==> config.mk <==
export PLATFORM = sky130hd
export DESIGN_NAME = humidity_sensor_frame_decoder_top
export DESIGN_NICKNAME = d
export VERILOG_FILES = /design/src/rtl/hsfd_pkg.sv /design/src/rtl/humidity_sensor_frame_decoder_top.sv /design/src/rtl/hsfd_fifo.sv /design/src/rtl/hsfd_front.sv /design/src/rtl/hsfd_back.sv
export SDC_FILE = /design/constraint.sdc
export NUM_CORES = 1
export LEC_CHECK = 0
export ABC_AREA = 1
export BUFFER_PORTS_ARGS = -buffer_cell sky130_fd_sc_hd__buf_2
export CORE_MARGIN = 5
export CORE_UTILIZATION = 30
export CTS_CLUSTER_DIAMETER = 200
export CTS_CLUSTER_SIZE = 40
export DETAILED_ROUTE_END_ITERATION = 12
export GPL_ROUTABILITY_DRIVEN = 0
export SLEW_MARGIN = 0
export SYNTH_ARGS = -nofsm -noshare
export SYNTH_HDL_FRONTEND = slang
export SYNTH_SLANG_ARGS = --single-unit
export TNS_END_PERCENT = 100
==> constraint.sdc <==
create_clock -name clk -period 11.34 [get_ports clk]
set_clock_uncertainty 0.2 [all_clocks]
set_input_delay 1.701 -clock clk [delete_from_list [all_inputs] [get_ports clk]]
set_output_delay 1.701 -clock clk [all_outputs]
set_load 0.05 [all_outputs]
==> src/rtl/hsfd_pkg.sv <==
// Shared types, constants and functions for the measurement frame decoder.
// No dependencies; used by every module of the block.
`timescale 1ns / 1ps
`default_nettype none

package hsfd_pkg;

  // CRC-8 over each three-byte group, MSB first
  localparam logic [7:0] CRC_POLY = 8'h31;
  localparam logic [7:0] CRC_INIT = 8'hFF;

  // Byte positions within a frame
  localparam logic [2:0] POS_TEMP_HI  = 3'd0;
  localparam logic [2:0] POS_TEMP_LO  = 3'd1;
  localparam logic [2:0] POS_TEMP_CRC = 3'd2;
  localparam logic [2:0] POS_HUM_HI   = 3'd3;
  localparam logic [2:0] POS_HUM_LO   = 3'd4;
  localparam logic [2:0] POS_HUM_CRC  = 3'd5;

  // Conversion constants (hundredths)
  localparam logic [14:0] TEMP_SPAN  = 15'd17500;
  localparam logic [14:0] HUM_SPAN   = 15'd12500;
  localparam logic [15:0] FULL_SCALE = 16'hFFFF;
  localparam logic signed [15:0] TEMP_OFFS = 16'sd4500;
  localparam logic signed [15:0] HUM_OFFS  = 16'sd600;

  // Default depth of the queue between front and back
  localparam int QUEUE_DEPTH = 2;

  // One checked frame, handed from front to back
  typedef struct packed {
    logic [15:0] raw_temp;
    logic [15:0] raw_humid;
    logic        temp_ok;
    logic        humid_ok;
  } frame_rec_t;

  // Queue status seen by its neighbors
  typedef struct packed {
    logic full;
    logic empty;
  } queue_stat_t;

  // One byte of CRC-8, bitwise MSB first
  function automatic logic [7:0] crc8_byte(input logic [7:0] crc, input logic [7:0] data);
    logic [7:0] c;
    c = crc ^ data;
    for (int k = 0; k < 8; k++) begin
      c = c[7] ? ({c[6:0], 1'b0} ^ CRC_POLY) : {c[6:0], 1'b0};
    end
    return c;
  endfunction

  // floor(x / 65535) for x < 2^31: q0 = x>>16 and remainder (x & 0xFFFF) + q0,
  // which stays below twice the divisor, so one compare fixes the quotient
  function automatic logic [14:0] div_full_scale(input logic [30:0] x);
    logic [14:0] q0;
    logic [16:0] r;
    q0 = x[30:16];
    r  = {1'b0, x[15:0]} + {2'b00, q0};
    return (r >= {1'b0, FULL_SCALE}) ? q0 + 15'd1 : q0;
  endfunction

endpackage

`default_nettype wire

==> src/rtl/humidity_sensor_frame_decoder_top.sv <==
// Top level of the measurement frame decoder: front end, queue, back end.
// Depends on hsfd_pkg, hsfd_front, hsfd_fifo, hsfd_back.
//
//   Channel | Handshake            | Payload
//   --------+----------------------+-----------------------------------------
//   in      | in_valid / in_ready  | rx_byte, frame_start
//   out     | out_valid / out_ready| raw_temp, raw_humid, temp_crc_ok,
//           |                      | humid_crc_ok, temp_centi, humid_centi
//
// One byte is taken per cycle while in_ready is high; the sixth frame byte's
// record passes queue, multiply stage, divide and offset stage to out_valid.
// in_ready drops only when the queue is full, i.e. when results back up.
// Reset clears frame position, CRC, queue count and pipeline valid bits.
// A stalled output holds its result while the front keeps taking bytes.
`timescale 1ns / 1ps
`default_nettype none

module humidity_sensor_frame_decoder_top #(
  parameter int QUEUE_DEPTH = hsfd_pkg::QUEUE_DEPTH
) (
  input  wire logic               clk,
  input  wire logic               rst,
  input  wire logic               in_valid,
  output logic                    in_ready,
  input  wire logic [7:0]         rx_byte,
  input  wire logic               frame_start,
  output logic                    out_valid,
  input  wire logic               out_ready,
  output logic [15:0]             raw_temp,
  output logic [15:0]             raw_humid,
  output logic                    temp_crc_ok,
  output logic                    humid_crc_ok,
  output logic signed [14:0]      temp_centi,
  output logic signed [14:0]      humid_centi
);

  hsfd_pkg::queue_stat_t q_stat;
  hsfd_pkg::frame_rec_t  push_data;
  hsfd_pkg::frame_rec_t  pop_data;
  logic                  q_push;
  logic                  q_pop;

  hsfd_front u_front (
    .clk         (clk),
    .rst         (rst),
    .in_valid    (in_valid),
    .in_ready    (in_ready),
    .rx_byte     (rx_byte),
    .frame_start (frame_start),
    .q_stat      (q_stat),
    .q_push      (q_push),
    .q_data      (push_data)
  );

  hsfd_fifo #(
    .DEPTH (QUEUE_DEPTH)
  ) u_fifo (
    .clk     (clk),
    .rst     (rst),
    .push    (q_push),
    .wr_data (push_data),
    .pop     (q_pop),
    .rd_data (pop_data),
    .stat    (q_stat)
  );

  hsfd_back u_back (
    .clk          (clk),
    .rst          (rst),
    .q_stat       (q_stat),
    .q_data       (pop_data),
    .q_pop        (q_pop),
    .out_valid    (out_valid),
    .out_ready    (out_ready),
    .raw_temp     (raw_temp),
    .raw_humid    (raw_humid),
    .temp_crc_ok  (temp_crc_ok),
    .humid_crc_ok (humid_crc_ok),
    .temp_centi   (temp_centi),
    .humid_centi  (humid_centi)
  );

endmodule

`default_nettype wire

==> src/rtl/hsfd_fifo.sv <==
// Short register queue carrying checked frames from the front to the back.
// Depends on hsfd_pkg (frame_rec_t, queue_stat_t).
`timescale 1ns / 1ps
`default_nettype none

module hsfd_fifo #(
  parameter int DEPTH = hsfd_pkg::QUEUE_DEPTH
) (
  input  wire logic               clk,
  input  wire logic               rst,
  input  wire logic               push,
  input  wire hsfd_pkg::frame_rec_t wr_data,
  input  wire logic               pop,
  output hsfd_pkg::frame_rec_t    rd_data,
  output hsfd_pkg::queue_stat_t   stat
);

  localparam int PTR_W = (DEPTH > 1) ? $clog2(DEPTH) : 1;
  localparam int CNT_W = $clog2(DEPTH + 1);
  localparam logic [PTR_W-1:0] PTR_LAST = PTR_W'(DEPTH - 1);

  hsfd_pkg::frame_rec_t entries [DEPTH];
  logic [PTR_W-1:0] wr_ptr;
  logic [PTR_W-1:0] rd_ptr;
  logic [CNT_W-1:0] count;
  logic             do_push;
  logic             do_pop;

  assign stat.full  = (count == CNT_W'(DEPTH));
  assign stat.empty = (count == '0);
  assign do_push    = push && !stat.full;
  assign do_pop     = pop && !stat.empty;
  assign rd_data    = entries[rd_ptr];

  // Entry storage
  always_ff @(posedge clk) begin
    if (do_push) begin
      entries[wr_ptr] <= wr_data;
    end
  end

  // Pointers and fill count
  always_ff @(posedge clk) begin
    if (rst) begin
      wr_ptr <= '0;
      rd_ptr <= '0;
      count  <= '0;
    end else begin
      if (do_push) begin
        wr_ptr <= (wr_ptr == PTR_LAST) ? '0 : wr_ptr + PTR_W'(1);
      end
      if (do_pop) begin
        rd_ptr <= (rd_ptr == PTR_LAST) ? '0 : rd_ptr + PTR_W'(1);
      end
      if (do_push && !do_pop) begin
        count <= count + CNT_W'(1);
      end else if (do_pop && !do_push) begin
        count <= count - CNT_W'(1);
      end
    end
  end

  a_no_overflow: assert property (@(posedge clk) disable iff (rst)
    count <= CNT_W'(DEPTH))
    else $error("queue count beyond depth");

  a_count_track: assert property (@(posedge clk) disable iff (rst)
    (do_push && !do_pop) |=> (count == $past(count) + CNT_W'(1)))
    else $error("queue count missed a push");

  a_no_underflow: assert property (@(posedge clk) disable iff (rst)
    (do_pop && !do_push && count == CNT_W'(1)) |=> stat.empty)
    else $error("queue not empty after last pop");

endmodule

`default_nettype wire

==> src/rtl/hsfd_front.sv <==
// Front end: accepts frame bytes, tracks position, runs the group CRCs and
// assembles the raw words; pushes one record per completed frame.
// Depends on hsfd_pkg (crc8_byte, position codes, frame_rec_t, queue_stat_t).
`timescale 1ns / 1ps
`default_nettype none

module hsfd_front (
  input  wire logic                  clk,
  input  wire logic                  rst,
  input  wire logic                  in_valid,
  output logic                       in_ready,
  input  wire logic [7:0]            rx_byte,
  input  wire logic                  frame_start,
  input  wire hsfd_pkg::queue_stat_t q_stat,
  output logic                       q_push,
  output hsfd_pkg::frame_rec_t       q_data
);

  logic [2:0]  byte_position;
  logic [7:0]  crc_register;
  logic [15:0] temp_word;
  logic [15:0] humid_word;
  logic        temp_group_good;

  logic [2:0]  pos;
  logic [7:0]  crc_base;
  logic [7:0]  crc_new;
  logic        xfer;

  // A byte is taken whenever a completed frame would find room in the queue
  assign in_ready = !q_stat.full;
  assign xfer     = in_valid && in_ready;

  // Effective position: frame start or a stray value restarts the frame
  always_comb begin
    if (frame_start || byte_position > hsfd_pkg::POS_HUM_CRC) begin
      pos = hsfd_pkg::POS_TEMP_HI;
    end else begin
      pos = byte_position;
    end
    if (pos == hsfd_pkg::POS_TEMP_HI || pos == hsfd_pkg::POS_HUM_HI) begin
      crc_base = hsfd_pkg::CRC_INIT;
    end else begin
      crc_base = crc_register;
    end
    crc_new = hsfd_pkg::crc8_byte(crc_base, rx_byte);
  end

  // Record push on the last byte of a frame
  assign q_push           = xfer && (pos == hsfd_pkg::POS_HUM_CRC);
  assign q_data.raw_temp  = temp_word;
  assign q_data.raw_humid = humid_word;
  assign q_data.temp_ok   = temp_group_good;
  assign q_data.humid_ok  = (crc_new == 8'h00);

  // Position and running CRC
  always_ff @(posedge clk) begin
    if (rst) begin
      byte_position <= hsfd_pkg::POS_TEMP_HI;
      crc_register  <= hsfd_pkg::CRC_INIT;
    end else if (xfer) begin
      if (pos == hsfd_pkg::POS_HUM_CRC) begin
        byte_position <= hsfd_pkg::POS_TEMP_HI;
        crc_register  <= hsfd_pkg::CRC_INIT;
      end else begin
        byte_position <= pos + 3'd1;
        crc_register  <= crc_new;
      end
    end
  end

  // Word assembly and temperature check flag
  always_ff @(posedge clk) begin
    if (rst) begin
      temp_word       <= '0;
      humid_word      <= '0;
      temp_group_good <= 1'b0;
    end else if (xfer) begin
      unique case (pos)
        hsfd_pkg::POS_TEMP_HI:  temp_word       <= {rx_byte, 8'h00};
        hsfd_pkg::POS_TEMP_LO:  temp_word       <= {temp_word[15:8], rx_byte};
        hsfd_pkg::POS_TEMP_CRC: temp_group_good <= (crc_new == 8'h00);
        hsfd_pkg::POS_HUM_HI:   humid_word      <= {rx_byte, 8'h00};
        hsfd_pkg::POS_HUM_LO:   humid_word      <= {humid_word[15:8], rx_byte};
        default: ;
      endcase
    end
  end

  a_pos_range: assert property (@(posedge clk) disable iff (rst)
    byte_position <= hsfd_pkg::POS_HUM_CRC)
    else $error("byte position out of frame");

  a_push_room: assert property (@(posedge clk) disable iff (rst)
    q_push |-> !q_stat.full)
    else $error("frame pushed into full queue");

  a_restart: assert property (@(posedge clk) disable iff (rst)
    (xfer && frame_start) |=> (byte_position == hsfd_pkg::POS_TEMP_LO))
    else $error("frame start did not restart position");

endmodule

`default_nettype wire

==> src/rtl/hsfd_back.sv <==
// Back end: scales the raw words to hundredths in a two-stage pipeline
// (multiply, then divide by full scale and offset) and holds the result.
// Depends on hsfd_pkg (div_full_scale, span and offset constants, frame_rec_t).
`timescale 1ns / 1ps
`default_nettype none

module hsfd_back (
  input  wire logic                  clk,
  input  wire logic                  rst,
  input  wire hsfd_pkg::queue_stat_t q_stat,
  input  wire hsfd_pkg::frame_rec_t  q_data,
  output logic                       q_pop,
  output logic                       out_valid,
  input  wire logic                  out_ready,
  output logic [15:0]                raw_temp,
  output logic [15:0]                raw_humid,
  output logic                       temp_crc_ok,
  output logic                       humid_crc_ok,
  output logic signed [14:0]         temp_centi,
  output logic signed [14:0]         humid_centi
);

  logic                 s1_valid;
  hsfd_pkg::frame_rec_t s1_rec;
  logic [30:0]          s1_temp_prod;
  logic [30:0]          s1_humid_prod;
  logic                 s2_load;
  logic                 s1_load;
  logic signed [15:0]   temp_full;
  logic signed [15:0]   humid_full;

  assign s2_load = s1_valid && (!out_valid || out_ready);
  assign s1_load = !s1_valid || s2_load;
  assign q_pop   = s1_load && !q_stat.empty;

  // Stage 1: products of raw word and span
  always_ff @(posedge clk) begin
    if (rst) begin
      s1_valid <= 1'b0;
    end else if (s1_load) begin
      s1_valid <= !q_stat.empty;
    end
  end

  always_ff @(posedge clk) begin
    if (q_pop) begin
      s1_rec        <= q_data;
      s1_temp_prod  <= 31'(q_data.raw_temp) * 31'(hsfd_pkg::TEMP_SPAN);
      s1_humid_prod <= 31'(q_data.raw_humid) * 31'(hsfd_pkg::HUM_SPAN);
    end
  end

  // Stage 2: divide by full scale, remove offset
  always_comb begin
    temp_full  = $signed({1'b0, hsfd_pkg::div_full_scale(s1_temp_prod)})
                 - hsfd_pkg::TEMP_OFFS;
    humid_full = $signed({1'b0, hsfd_pkg::div_full_scale(s1_humid_prod)})
                 - hsfd_pkg::HUM_OFFS;
  end

  always_ff @(posedge clk) begin
    if (rst) begin
      out_valid <= 1'b0;
    end else if (s2_load) begin
      out_valid <= 1'b1;
    end else if (out_ready) begin
      out_valid <= 1'b0;
    end
  end

  always_ff @(posedge clk) begin
    if (s2_load) begin
      raw_temp     <= s1_rec.raw_temp;
      raw_humid    <= s1_rec.raw_humid;
      temp_crc_ok  <= s1_rec.temp_ok;
      humid_crc_ok <= s1_rec.humid_ok;
      temp_centi   <= temp_full[14:0];
      humid_centi  <= humid_full[14:0];
    end
  end

  a_temp_range: assert property (@(posedge clk) disable iff (rst)
    out_valid |-> (temp_centi >= -15'sd4500 && temp_centi <= 15'sd13000))
    else $error("temperature out of range");

  a_humid_range: assert property (@(posedge clk) disable iff (rst)
    out_valid |-> (humid_centi >= -15'sd600 && humid_centi <= 15'sd11900))
    else $error("humidity out of range");

  a_no_drop: assert property (@(posedge clk) disable iff (rst)
    (s1_valid && out_valid && !out_ready) |=> s1_valid)
    else $error("stage 1 item lost while output stalled");

endmodule

`default_nettype wire

==> impl_metrics.py, run 1 <==
metrics = {
    "critical_path": {
        "timing.critical_path.arrival_ns": 6.34,
        "worstPathBufferInverterCount": 7,
        "critPathKind": "reg -> reg",
        "critical_path.endpoint_type": "flop",
        "cp-start-kind": "flop",
        "crit_path_max_incr_delay_ns": 0.56,
        "critical-path-top-delay-family": "adder cells",
        "slowest_stage": "sky130_fd_sc_hd__dfxtp_1",
        "crit_required_ns": 11.41,
        "crit_top_cell": "sky130_fd_sc_hd__inv_1",
        "timing.critical_path.cells": "buf_4 -> nand2_1 -> o21ai_0 -> inv_1 -> ha_1 -> inv_1 -> fa_1 -> inv_1 -> ha_1 -> fa_1 -> inv_1 -> fa_1 -> inv_1 -> ha_1 -> nand2_1 -> nor3_1 -> a21oi_1 -> o21ai_0 -> a21oi_1 -> o21ai_0 -> a21oi_1 -> inv_1 -> a31oi_1 -> xor2_1",
        "worst-path-max-fanout": 30,
    },
    "detailed_routing": {
        "ant_nets": 0,
        "detailroute.via_count": 13000,
        "detailedRoute.firstIterationViolations": 753,
        "route.detailed.wl_per_inst_microns": 14.2,
        "firstDrtPassIters": 6,
        "wirelength_microns": 41000,
        "vias_per_cell": 4.50,
        "drt_drc_violations_left": 0,
    },
    "timing": {
        "max_freq_ghz": 0.159,
        "unrepaired_setup_endpoints_after_global_routing": "no",
        "fin_tns_setup_ns": 0,
        "setup_viol_count_final": 0,
        "final.period_utilization_pct": 55.3,
        "timing_worst_slew_pin_value_ns": 0.964,
        "fin_crit_ns": 6.27,
        "final-hold-violation-count": 0,
        "max-slew-margin-rel_pct": 35.8,
        "slew_violations": 0,
    },
    "yosys": {
        "syn_area_sq_um": 18900,
        "syn-instance-count": 1953,
        "seq_area_frac_synth_pct": 40.3,
        "synth_cell_count_leaders": "362 x sky130_fd_sc_hd__nand2_1, 358 x sky130_fd_sc_hd__inv_1, 229 x sky130_fd_sc_hd__ha_1, 220 x sky130_fd_sc_hd__edfxtp_1, 122 x sky130_fd_sc_hd__a21oi_1",
        "synth_flop_type": "sky130_fd_sc_hd__edfxtp_1",
        "syn_area_per_cell_sq_um": 9.70,
        "yosysMostFrequentCell": "sky130_fd_sc_hd__nand2_1",
        "synth_async_sr_flop_share_pct": 0,
        "synth.top_cell.area_share_pct": 34.9,
        "synth.area.top_cells": "sky130_fd_sc_hd__edfxtp_1 35%, sky130_fd_sc_hd__ha_1 15%, sky130_fd_sc_hd__fa_1 9.6%, sky130_fd_sc_hd__nand2_1 7.2%, sky130_fd_sc_hd__inv_1 7.1%",
        "ys_types": 50,
        "number_of_flops_mapped_to_enable_cells_by_yosys": 220,
        "yosys.area.top_type": "sky130_fd_sc_hd__edfxtp_1",
        "yosys_warnings": 0,
        "syn-num-nets": 2286,
        "seq_cells_post_synth": 271,
    },
    "clocking": {
        "ctsLongestPathBuffers": 3,
        "cts.htree.levels": 1,
        "worstSkewPairLatency_ns": 0.50,
        "postCtsResizedCells": 0,
        "clock-root-buffer": "sky130_fd_sc_hd__clkbuf_16",
        "cts_hold_repair.buffers": 0,
        "cts_made_buffers": 10,
        "tritoncts": "done",
        "path_clk_slew_ns": 0.15,
        "post-cts-setup-buffer-count": 0,
        "sink_count_of_the_clock_tree": 271,
    },
    "layout": {
        "num-fill-cells": 6424,
        "seq_area_sq_um": 7630,
        "layout-drive-gt1-share_pct": 9.14,
        "final_std_cell_area_no_fill_sq_um": 20700,
        "synthToLayoutAreaGrowth_pct": 9.04,
        "area_occupied_by_multi_input_gates_sq_um": 9850,
        "finish.net_count": 2363,
    },
    "die": {
        "start_util_pct": 30.1,
        "die_w_microns": 261,
        "placement_rows": 92,
        "core_area_sq_um": 62900,
        "pin_count": 79,
        "die-area_sq_um": 68300,
        "chipHeight_microns": 261,
    },
    "place": {
        "hpwl_microns": 32700,
        "port-buffer-count": 78,
        "dpl_cell_area_sq_um": 20300,
    },
    "global_routing": {
        "first_global_vias": 13100,
        "first_pass_grt_wire_length_microns": 67800,
        "grt_util_all_layers_pct": 12.0,
        "largest_net_degree_at_the_start_of_global_routing": 77,
        "gr-total-overflow": 0,
        "grt_antenna_before_repair": 7,
    },
    "worst_hold_path": {
        "hold_path.class": "reg -> reg",
    },
    "outcome": {
        "result_of_the_run": "complete, no violations",
    },
    "run": {
        "max_cap_violation_count": 0,
    },
}
## cell type report
cell class,instances,share of cell area [%]
flip-flops and latches,271,36.9
inverters,367,6.68
clock buffers,15,1.41
clock inverters,1,0.0545
repair buffers,83,2.07
diodes,3,0.0363
well taps,846,5.12
multi-input cells,1297,47.7
## kinds of logic after synthesis
logic type	count (synthesis)	share of synthesized area, %
XOR/XNOR	90	4.16
multiplexers	26	1.55
flip-flops	271	40.3
buffers and inverters	385	7.81
AO/OA/AOI/OAI	222	6.37
adder cells (fa/ha/maj)	320	24.7
AND/OR/NAND/NOR	639	15.1
## flip-flops by register name, summed over array words and instances (netlist names), 2 cells and up, named ones only
name                   cells
u_fifo.entries            68
u_back.s1_rec             34
u_back.s1_temp_prod       28
u_back.s1_humid_prod      26
u_back.raw_humid          16
u_back.raw_temp           16
u_front.humid_word        16
u_front.temp_word         16
u_back.humid_centi        15
u_back.temp_centi         15
u_front.crc_register       8
u_front.byte_position      3
u_fifo.count               2
## per-stage QoR
| stage | utilization, % | setup slack (ns) | cells | hold WS [ns] |
|---|---|---|---|---|
| after floorplan | - | 5.60 | 1953 | 0.200 |
| after global placement | 32.4 | 5.07 | 2864 | 0.211 |
| after detailed placement | 32.4 | 5.04 | 2864 | 0.210 |
| after CTS | 32.9 | 5.03 | 2880 | 0.240 |
| after global routing | 32.9 | 4.46 | 2882 | 0.242 |
| final | 32.9 | 5.07 | 2883 | 0.241 |
## final timing paths
path,end,depth (start not counted),slack [ns],start
max,u_back.s1_temp_prod[28],24,5.07,flop
max reg2reg,u_back.s1_temp_prod[28],24,5.07,flop
min reg2reg,u_back.raw_humid[11],0,0.24,u_back.s1_rec[13]
min,u_back.raw_humid[11],0,0.24,u_back.s1_rec[13]
## metal layers
metal	track usage (%)	routed length, microns	vias to the layer above
met5	0	41	-
met2	20.3	19000	209
met1	16.7	19800	6128
li1	-	-	6580
met3	1.54	1410	58
met4	2.42	775	6
## layout by cell type (no fill, tap or decap), drive strengths merged, types with 6 or more instances in the layout
cell / instances
nand2: 386
inv: 366
ha: 229
edfxtp: 220
a21oi: 123
nand3: 100
nor2: 93
fa: 91
buf: 83
o21ai: 74
xor2: 70
dfxtp: 51
mux2: 26
xnor2: 20
nand4: 16
nand3b: 16
clkbuf: 15
nor3: 14
a31oi: 7
nor4: 6
Power of run 1 is not shown: default switching activity piles up to over one toggle a cycle in this logic, so the estimate is an artifact.
==> run 2: changes to the inputs <==
--- a/config.mk
+++ b/config.mk
@@ -5,7 +5,7 @@
 export SDC_FILE = /design/constraint.sdc
 export NUM_CORES = 1
 export LEC_CHECK = 0
-export ABC_AREA = 1
+export ABC_AREA = 0
 export BUFFER_PORTS_ARGS = -buffer_cell sky130_fd_sc_hd__buf_2
 export CORE_MARGIN = 5
 export CORE_UTILIZATION = 30
==> constraint.sdc (replaced) <==
create_clock -name clk -period 6.38 [get_ports clk]
set_clock_uncertainty 0.2 [all_clocks]
set_input_delay 0.957 -clock clk [delete_from_list [all_inputs] [get_ports clk]]
set_output_delay 0.957 -clock clk [all_outputs]
set_load 0.05 [all_outputs]
==> run 2 against run 1 <==
  * Non-clock buffer count grew 30
  * Wire length shrank 5.3%
  * Synthesized cell count shrank 17%
  * Via count shrank 8.7%
  * Utilization grew 0.41 points
  * Critical path depth shrank 2
  * Register-to-register slack lost 4.9 ns
  * Sequential share of layout area grew 0.43 points
  * Die area shrank 2.3%
  * Worst setup slack lost 4.9 ns
  * Maximum frequency grew 1.5%
==> impl_metrics.py, run 2 <==
metrics = {
    "critical_path": {
        "crit_required_ns": 6.46,
        "r2r_slack_ns": 0.20,
        "critical_path.endpoint_type": "flop",
        "slowest_stage": "sky130_fd_sc_hd__fa_1",
        "worst-path-max-fanout": 15,
        "timing.critical_path.arrival_ns": 6.26,
        "critPathKind": "reg -> reg",
        "crit_path_max_incr_delay_ns": 0.52,
        "cp-start-kind": "flop",
        "timing.critical_path.cells": "buf_4 -> buf_4 -> mux2_2 -> ha_1 -> ha_1 -> fa_1 -> ha_1 -> inv_1 -> fa_1 -> inv_1 -> ha_1 -> a21o_1 -> a21oi_1 -> o21ai_0 -> a2111oi_1 -> nor3_1 -> a41o_1 -> a221o_1 -> a211oi_1 -> o21bai_1 -> a21oi_1 -> xnor2_1",
        "crit_top_cell": "sky130_fd_sc_hd__ha_1",
    },
    "clocking": {
        "clock-root-buffer": "sky130_fd_sc_hd__clkbuf_16",
        "worstSkewPairLatency_ns": 0.51,
        "cts_made_buffers": 10,
        "path_clk_slew_ns": 0.16,
        "cts.htree.levels": 1,
        "ctsLongestPathBuffers": 3,
        "sink_count_of_the_clock_tree": 271,
        "tritoncts": "done",
    },
    "place": {
        "port-buffer-count": 78,
        "dpl_worst_slack_ns": 0.140,
        "hpwl_microns": 30400,
    },
    "detailed_routing": {
        "firstDrtPassIters": 5,
        "vias_per_cell": 4.72,
        "detailroute.via_count": 11900,
        "detailedRoute.firstIterationViolations": 604,
        "wirelength_microns": 38800,
        "ant_nets": 0,
        "drt_drc_violations_left": 0,
        "route.detailed.wl_per_inst_microns": 15.4,
    },
    "yosys": {
        "syn-num-nets": 1955,
        "syn-instance-count": 1622,
        "synth_async_sr_flop_share_pct": 0,
        "synth_flop_type": "sky130_fd_sc_hd__edfxtp_1",
        "syn_area_per_cell_sq_um": 11.4,
        "ys_types": 85,
        "seq_cells_post_synth": 271,
        "yosysMostFrequentCell": "sky130_fd_sc_hd__inv_1",
        "synth_cell_count_leaders": "240 x sky130_fd_sc_hd__inv_1, 229 x sky130_fd_sc_hd__ha_1, 220 x sky130_fd_sc_hd__edfxtp_1, 122 x sky130_fd_sc_hd__nor2_1, 91 x sky130_fd_sc_hd__fa_1",
        "seq_area_frac_synth_pct": 41.2,
        "synth.area.top_cells": "sky130_fd_sc_hd__edfxtp_1 36%, sky130_fd_sc_hd__ha_1 15%, sky130_fd_sc_hd__fa_1 9.9%, sky130_fd_sc_hd__dfxtp_1 5.5%, sky130_fd_sc_hd__inv_1 4.9%",
        "yosys.area.top_type": "sky130_fd_sc_hd__edfxtp_1",
        "syn_area_sq_um": 18500,
        "yosys_warnings": 0,
        "number_of_flops_mapped_to_enable_cells_by_yosys": 220,
        "synth.top_cell.area_share_pct": 35.7,
    },
    "timing": {
        "max_freq_ghz": 0.162,
        "unrepaired_setup_endpoints_after_global_routing": "yes",
        "fin_crit_ns": 6.18,
        "timing_worst_slew_pin_value_ns": 1.06,
        "max-slew-margin-rel_pct": 29.1,
        "setup_viol_count_final": 0,
        "final-hold-violation-count": 0,
        "slew_violations": 0,
        "fin_ws_ns": 0.205,
        "final.period_utilization_pct": 96.8,
        "fin_tns_setup_ns": 0,
        "fin_worst_hold_slack_ns": 0.236,
    },
    "global_routing": {
        "largest_net_degree_at_the_start_of_global_routing": 70,
        "gr-total-overflow": 0,
        "first_global_vias": 11900,
        "grt_util_all_layers_pct": 11.4,
        "grt_antenna_before_repair": 1,
        "first_pass_grt_wire_length_microns": 63000,
    },
    "layout": {
        "synthToLayoutAreaGrowth_pct": 10.4,
        "util_after_layout_pct": 33.3,
        "registers.top_by_ff_count": "u_fifo.entries",
        "antennaDiodeCount": 0,
        "biggest_registers_after_layout": "u_fifo.entries x68, u_back.s1_rec x34, u_back.s1_temp_prod x28",
        "largest_register_ffs": 68,
        "final_cell_mix": "238 x sky130_fd_sc_hd__inv_1, 228 x sky130_fd_sc_hd__ha_1, 220 x sky130_fd_sc_hd__edfxtp_1",
        "layout-drive-gt1-share_pct": 11.1,
        "finish.net_count": 2053,
        "num-fill-cells": 6084,
        "layout.cells.most_common": "sky130_fd_sc_hd__inv_1",
    },
    "die": {
        "core_area_sq_um": 61400,
        "die_w_microns": 258,
        "start_util_pct": 30.1,
        "chipHeight_microns": 258,
        "die-area_sq_um": 66700,
        "pin_count": 79,
        "placement_rows": 91,
    },
    "run": {
        "max_cap_violation_count": 0,
    },
    "outcome": {
        "result_of_the_run": "complete, no violations",
    },
    "worst_hold_path": {
        "hold_path.class": "reg -> reg",
    },
}
[run 2: cell count changes after synthesis, moves of 37 or more]
cell and delta:
sky130_fd_sc_hd__nand3_1 -68, sky130_fd_sc_hd__nor2_1 +38, sky130_fd_sc_hd__a21oi_1 -76, sky130_fd_sc_hd__xor2_1 -37
sky130_fd_sc_hd__inv_1 -118, sky130_fd_sc_hd__nand2_1 -300, sky130_fd_sc_hd__xnor2_1 +66
[run 2: cell families (layout without fill, tap and decap cells)]
group / Yosys count / in the layout / share of synthesized area (%)
muxes: 62 / 62 / 3.55
xor gates and xnor gates: 119 / 119 / 5.64
AOI/OAI and AO/OA: 235 / 235 / 9.20
buffers and inverters: 267 / 369 / 5.47
adders and majority gates: 320 / 320 / 25.3
and+or+nand+nor: 348 / 348 / 9.55
DFF: 271 / 271 / 41.2
[run 2: final cells by class]
class,count,area [sq um],share of cell area [%]
Tap cell,790,988,4.84
Clock buffer,15,290,1.42
Timing Repair Buffer,113,661,3.24
Multi-Input combinational cell,1084,9940,48.7
Inverter,240,902,4.42
Clock inverter,1,11.3,0.0551
Sequential cell,271,7630,37.4
[run 2: worst max-delay path: cells and delay by family (launching register included)]
family,cells,cell delay (ns)
compound gates,9,2.19
buf+inv,4,0.51
fa+ha+maj,6,2.04
simple gates,1,0.13
mux,1,0.40
flops,1,0.36
xor+xnor,1,0.09
[run 2: routing by layer]
layer	global-route usage [%]	part of all wire, %	vias to the layer above
met2	19.6	48	172
met4	2.48	1.9	2
met5	0	0.033	-
li1	-	-	5908
met3	0.955	2.3	45
met1	15.8	48	5727
[run 2: worst paths after layout]
check	endpoint	start	depth (start not counted)
max	u_back.s1_humid_prod[28]	flop	22
min	u_back.raw_humid[5]	u_back.s1_rec[7]	0
max reg2reg	u_back.s1_humid_prod[28]	flop	22
min reg2reg	u_back.raw_humid[5]	u_back.s1_rec[7]	0
[run 2: through the flow]
stage               area [sq um]  cells
floorplan                  18500   1622
global placement           20000   2498
detailed placement         20000   2498
CTS                        20300   2514
global route               20400   2514
finish                     20400   2514
[run 2: repair_timing]
action,CTS,global route
endpoints found under the setup margin,0,7
resized for setup,0,19
buffers inserted,0,0
hold buffers,0,0
Power of run 2 is left out for the same reason.
